--- config.mk ---
export PLATFORM = sky130hd
export DESIGN_NAME = tacm_div
export DESIGN_NICKNAME = d
export VERILOG_FILES = /design/src/design/tablet_aspect_calibrated_mapper_defines.svh /design/src/design/tacm_div.sv
export SDC_FILE = /design/constraint.sdc
export NUM_CORES = 2
export LEC_CHECK = 0
export BUFFER_PORTS_ARGS = -buffer_cell sky130_fd_sc_hd__buf_4
export CORE_AREA = 2 2 571 573
export DETAILED_ROUTE_END_ITERATION = 7
export DIE_AREA = 0 0 573 575
export GPL_ROUTABILITY_DRIVEN = 1
export GPL_TIMING_DRIVEN = 1
export PLACE_DENSITY = 0.54
export SLEW_MARGIN = 20
export SYNTH_ARGS = -nofsm -noshare
export SYNTH_HDL_FRONTEND = slang
export SYNTH_SLANG_ARGS = --single-unit
--- constraint.sdc ---
create_clock -name clk -period 3.4 [get_ports clk]
set_input_delay 0 -clock clk [delete_from_list [all_inputs] [get_ports clk]]
set_output_delay 0 -clock clk [all_outputs]
set_load 0.03 [all_outputs]
--- src/design/tablet_aspect_calibrated_mapper_defines.svh ---
// Assertion helpers shared by the mapper RTL.
`ifndef TABLET_ASPECT_CALIBRATED_MAPPER_DEFINES_SVH
`define TABLET_ASPECT_CALIBRATED_MAPPER_DEFINES_SVH

// Same-cycle implication, checked out of reset.
`define TACM_ASSERT_NOW(lbl, ante, cons, msg) \
  lbl: assert property (@(posedge clk) disable iff (rst) (ante) |-> (cons)) else $error(msg);

// Next-cycle implication, checked out of reset.
`define TACM_ASSERT_NEXT(lbl, ante, cons, msg) \
  lbl: assert property (@(posedge clk) disable iff (rst) (ante) |=> (cons)) else $error(msg);

`endif

--- src/design/tacm_div.sv ---
// Pipelined restoring divider, one quotient bit per stage.
// rem_in must be below den; quotient = ({rem_in, low_in}) / den.
module tacm_div #(
  parameter int DW = 31,
  parameter int QW = 22
) (
  input  logic          clk,
  input  logic          en,
  input  logic [DW-1:0] rem_in,
  input  logic [QW-1:0] low_in,
  input  logic [DW-1:0] den,
  output logic [QW-1:0] q
);

  logic [DW-1:0] rem [0:QW];
  logic [QW-1:0] low [0:QW];
  logic [DW-1:0] dn  [0:QW];
  logic [QW-1:0] qq  [0:QW];

  assign rem[0] = rem_in;
  assign low[0] = low_in;
  assign dn[0]  = den;
  assign qq[0]  = '0;

  for (genvar k = 0; k < QW; k++) begin : g_stage
    logic [DW:0] trial;
    logic [DW:0] diff;
    logic        ge;

    assign trial = {rem[k], low[k][QW-1]};
    assign diff  = trial - {1'b0, dn[k]};
    assign ge    = trial >= {1'b0, dn[k]};

    always_ff @(posedge clk) begin
      if (en) begin
        rem[k+1] <= ge ? diff[DW-1:0] : trial[DW-1:0];
        low[k+1] <= low[k] << 1;
        dn[k+1]  <= dn[k];
        qq[k+1]  <= {qq[k][QW-2:0], ge};
      end
    end
  end

  assign q = qq[QW];

endmodule

==> results summary <==
The fraction of layout cells with a size suffix above 1 came out at 22.7%. For this run the aggregate overflow at the end of global routing stands at 0. Clock-pin slew was measured on the worst setup and hold paths at 0.06 ns. The post-synthesis net count came out at 9174. Summing the sequential cell areas from Yosys gives 55.4% of the chip area. The via count of the first global-routing pass came out at 71.8k. Combinational logic is responsible for 51.8% of the overall power. The checks that failed: setup timing. The final critical-path required period is 3.49 ns. TritonCTS built the clock tree. The max-slew violation count came to 0. The launching element type of the critical path is a register. The number of instances in the placed design is 13.5k.

The post-placement worst setup slack is -0.414 ns. Once the floorplan was initialized, standard cells occupied between 20% and 30% of the core. The first-pass GRT wire length came out at about 380000 um. The die outline height came out at 575 um. For this design the ratio of total power to cell area is 980 mW/mm^2. Per report_power, the clock group accounts for 18.8% of the total. The total number of vias is roughly 68k. Buffers inserted during clock tree synthesis total 214. At the end of the flow, the number of nets in the layout was 10.5k.

Across the VDD grid, the largest voltage drop is 462 uV. The hold violation count in the final report came out at 0. The clock latency on the worst-skew pair is roughly 0.91 ns.

The area growth from synthesis to layout came out at 28.1%. STA classifies the critical path endpoint as a register. The average vias per placed instance came out at 4.79. Ranked by total cell area, the synthesized netlist is headed by edfxtp_1 (55%), ha_1 (8.8%), a21oi_1 (4.2%). The worst max-slew margin expressed relative to the limit came out at 43.3%. For the final routed database, the setup TNS stands at -1.87 ns. In this run, flip-flops and latches consume 29.4% of the power. Port buffering added around 110 buffers.

Across the run, the number of max-cap violations was 0. Setup repair after global routing could not meet its margin everywhere. The number of synthesized flops with an enable pin came out at ~1.8k.

Timing would allow up to 286 MHz. The number of I/O pins came out at between 100 and 150. The longest clock path from root to sink contains 4 buffers. The overall power came out at between 100 and 150 mW. The violation count after the first detailed-route iteration is 3240. The final HPWL from detailed placement came out at 183000 um.

The share of async-settable or async-resettable flops after synthesis is 0%. The clock sink count is 1786. The run finished, with violations left. The count of mapped cells out of synthesis came out at 8385.

The first detailed-routing pass ran for 5 iterations. The data arrival time at the worst-slack endpoint came out at 4.11 ns. The kind of path behind the tightest hold check is primary input to register. The distinct cell type count of the synthesized netlist came out at 87. The least setup slack across all paths after layout came out at -0.0916 ns. CTS placed an instance of clkbuf_16 at the clock tree root.

Of all nets on the critical path, the largest fanout is 6. The internal power summed over all cells is 76.8 mW. The kind of critical path is register to register. Net switching is 36.8% of the power. The number of synthesized register bits came out at 1786. The netlist area before placement came out at 0.0968 sq mm. The chip width is 573 um. Of all cell types, the one taking the most synthesized area is edfxtp_1. The final antenna-violating net count is 0. The leading register cell type out of synthesis is edfxtp_1. The number of design rule violations left after detail routing is 0.

The leakage power total is between 50 and 60 nW. The total of fill cells in the finished design came out at 30.8k. Setup violations remaining at the end of the flow were counted as 54. The number of warnings reported in the yosys synthesis log came out at 0. The H-tree generated during clock tree synthesis spans 4 levels. The congestion estimate from routability-driven global placement came to 0.956. The overall routing resource usage is between 10 and 15%.

The ratio of final minimum period to clock period is 103%. The required time of the worst setup path came out at 4.02 ns. The sum of routed wire length over all layers is approximately 250000 um. The floorplan has 209 rows. The post-layout instance count excluding filler cells is 14.3k. Across the routed clock network, the largest skew measured is roughly 0.077 ns.

Averaged over all synthesized cells, the footprint is 11.5 sq um. The number of antenna violations at the first check in global routing came out at 6. The die covers roughly 0.33 sq mm. Across all hold checks on the routed design, the worst slack comes to ~0.29 ns. In the final routed layout, each cell accounts on average for 17.7 um.

The net load switching power came out at 44.7 mW. The share of synthesized area in the top cell type comes to between 50 and 60%. At the pin with the least slew margin, the transition time is 0.851 ns.

The placeable core region came out at 0.323 sq mm. The pin count of the biggest net entering global routing came out at 143.
[cell usage after synthesis, types with 25 or more instances]
| library cell | n |
|---|---|
| nand2b_1 | 84 |
| nand3_1 | 143 |
| nor3_1 | 89 |
| a31oi_1 | 70 |
| nand2_1 | 456 |
| nand4_1 | 98 |
| or3_1 | 26 |
| nor2b_1 | 102 |
| a21boi_0 | 31 |
| xnor2_1 | 334 |
| ha_1 | 682 |
| o21bai_1 | 79 |
| edfxtp_1 | 1786 |
| mux2_2 | 234 |
| a21oi_1 | 810 |
| o21a_1 | 102 |
| o211ai_1 | 34 |
| o31ai_1 | 47 |
| buf_4 | 25 |
| xor2_1 | 211 |
| inv_1 | 878 |
| or2_2 | 27 |
| a211oi_1 | 44 |
| a21o_1 | 333 |
| nor2_1 | 551 |
| and2_1 | 32 |
| o21ai_0 | 464 |
| and3_1 | 54 |
| clkbuf_1 | 155 |
[logic make-up (layout without fill, tap and decap cells)]
| family | count (synthesis) | count (layout) | synth area share [%] |
|---|---|---|---|
| multiplexers | 255 | 255 | 2.95 |
| AND/OR/NAND/NOR | 1745 | 1745 | 8.51 |
| other | 0 | 7 | 0 |
| flip-flops | 1786 | 1786 | 55.4 |
| AO/OA/AOI/OAI | 2258 | 2259 | 14.5 |
| XOR/XNOR | 545 | 545 | 4.93 |
| buffers and inverters | 1093 | 2643 | 4.39 |
| adder cells (fa/ha/maj) | 703 | 703 | 9.25 |
[worst max-delay path: stages (launching register included)]
cell and delay [ns]:
edfxtp_1 0.40, inv_1 0.08, ha_2 0.19, fa_2 0.21, nor2b_2 0.05, o21ai_2 0.17
a21oi_2 0.10, o41a_1 0.37, o41ai_4 0.22, buf_4 0.20, o21ai_4 0.07, o31a_1 0.28
a211o_4 0.41, buf_12 0.18, buf_16 0.15, nor2_4 0.10, a21oi_2 0.03
[layout by cell type, fill, tap and decap left out, drive strengths merged, types with 22 or more instances in the layout]
master          n
a211oi         45
a21boi         33
a21o          333
a21oi         810
a221oi         22
a31oi          70
and2           32
and3           54
buf          1181
bufinv         25
clkbuf        287
clkinv         88
dlygate4sd3   170
edfxtp       1786
ha            682
inv           884
mux2          235
nand2         456
nand2b         84
nand3         143
nand4          98
nor2          551
nor2b         102
nor3           89
o211ai         34
o21a          103
o21ai         475
o21bai         79
o31ai          48
or2            27
or3            26
xnor2         334
xor2          211
[layout make-up]
type	count	area, sq um	share of cell area [%]
sequential	1786	53600	43.3
multi-input combinational	5507	42200	34.0
timing repair buffer	1370	12400	10.0
clock buffer	269	5670	4.57
tap	4325	5410	4.37
inverter	879	3300	2.67
clock inverter	125	1280	1.03
antenna	7	17.5	0.0141
[metal layers]
layer  vias to the layer above  track usage (%)  share of wire, %
met4                         0             10.1               7.7
li1                      33500                -                 -
met2                      1373             29.1                56
met1                     32700             13.3                34
met3                       774             1.72               2.8
met5                         -                0                 0
[power groups by stage]
stage               sequential, mW  combinational [mW]  clock [mW]
floorplan                     34.3                35.5           0
global placement              35.9                52.7           0
detailed placement            35.9                53.5           0
CTS                           35.5                58.4        23.7
global route                  36.2                68.6        24.5
finish                        35.7                62.9        22.9
[sequential cells by signal, indices dropped and copies added (netlist names)]
name	flops
g_stage.trial	672
q	22
low	210
qq	231
dn	651
[metrics by stage]
| stage | instance area, sq um | utilization [%] |
|---|---|---|
| after CTS | 121000 | 37.3 |
| after global placement | 109000 | 33.8 |
| after detailed placement | 109000 | 33.8 |
| after floorplan | 96800 | - |
| final | 124000 | 38.3 |
| after global routing | 124000 | 38.3 |
[path summary, 6_finish.rpt]
check | start | endpoint | slack (ns) | cells after the start
max | g_stage[18].trial[0] | g_stage[19].trial[23] | -0.09 | 16
min | rem_in[30] | qq[462] | 0.29 | 6
max reg2reg | g_stage[18].trial[0] | g_stage[19].trial[23] | -0.09 | 16
min reg2reg | low[349] | low[328] | 0.35 | 0
[what timing repair did]
item | 4_1_cts | 5_1_grt
resized for setup | 398 | 484
hold buffers | 170 | 0
endpoints found under the hold margin | 573 | 0
endpoints found under the setup margin | 457 | 491
cloned | 22 | 19
pin swaps | 80 | 161
setup buffers | 69 | 126
Power figures use the tool's default switching activity.
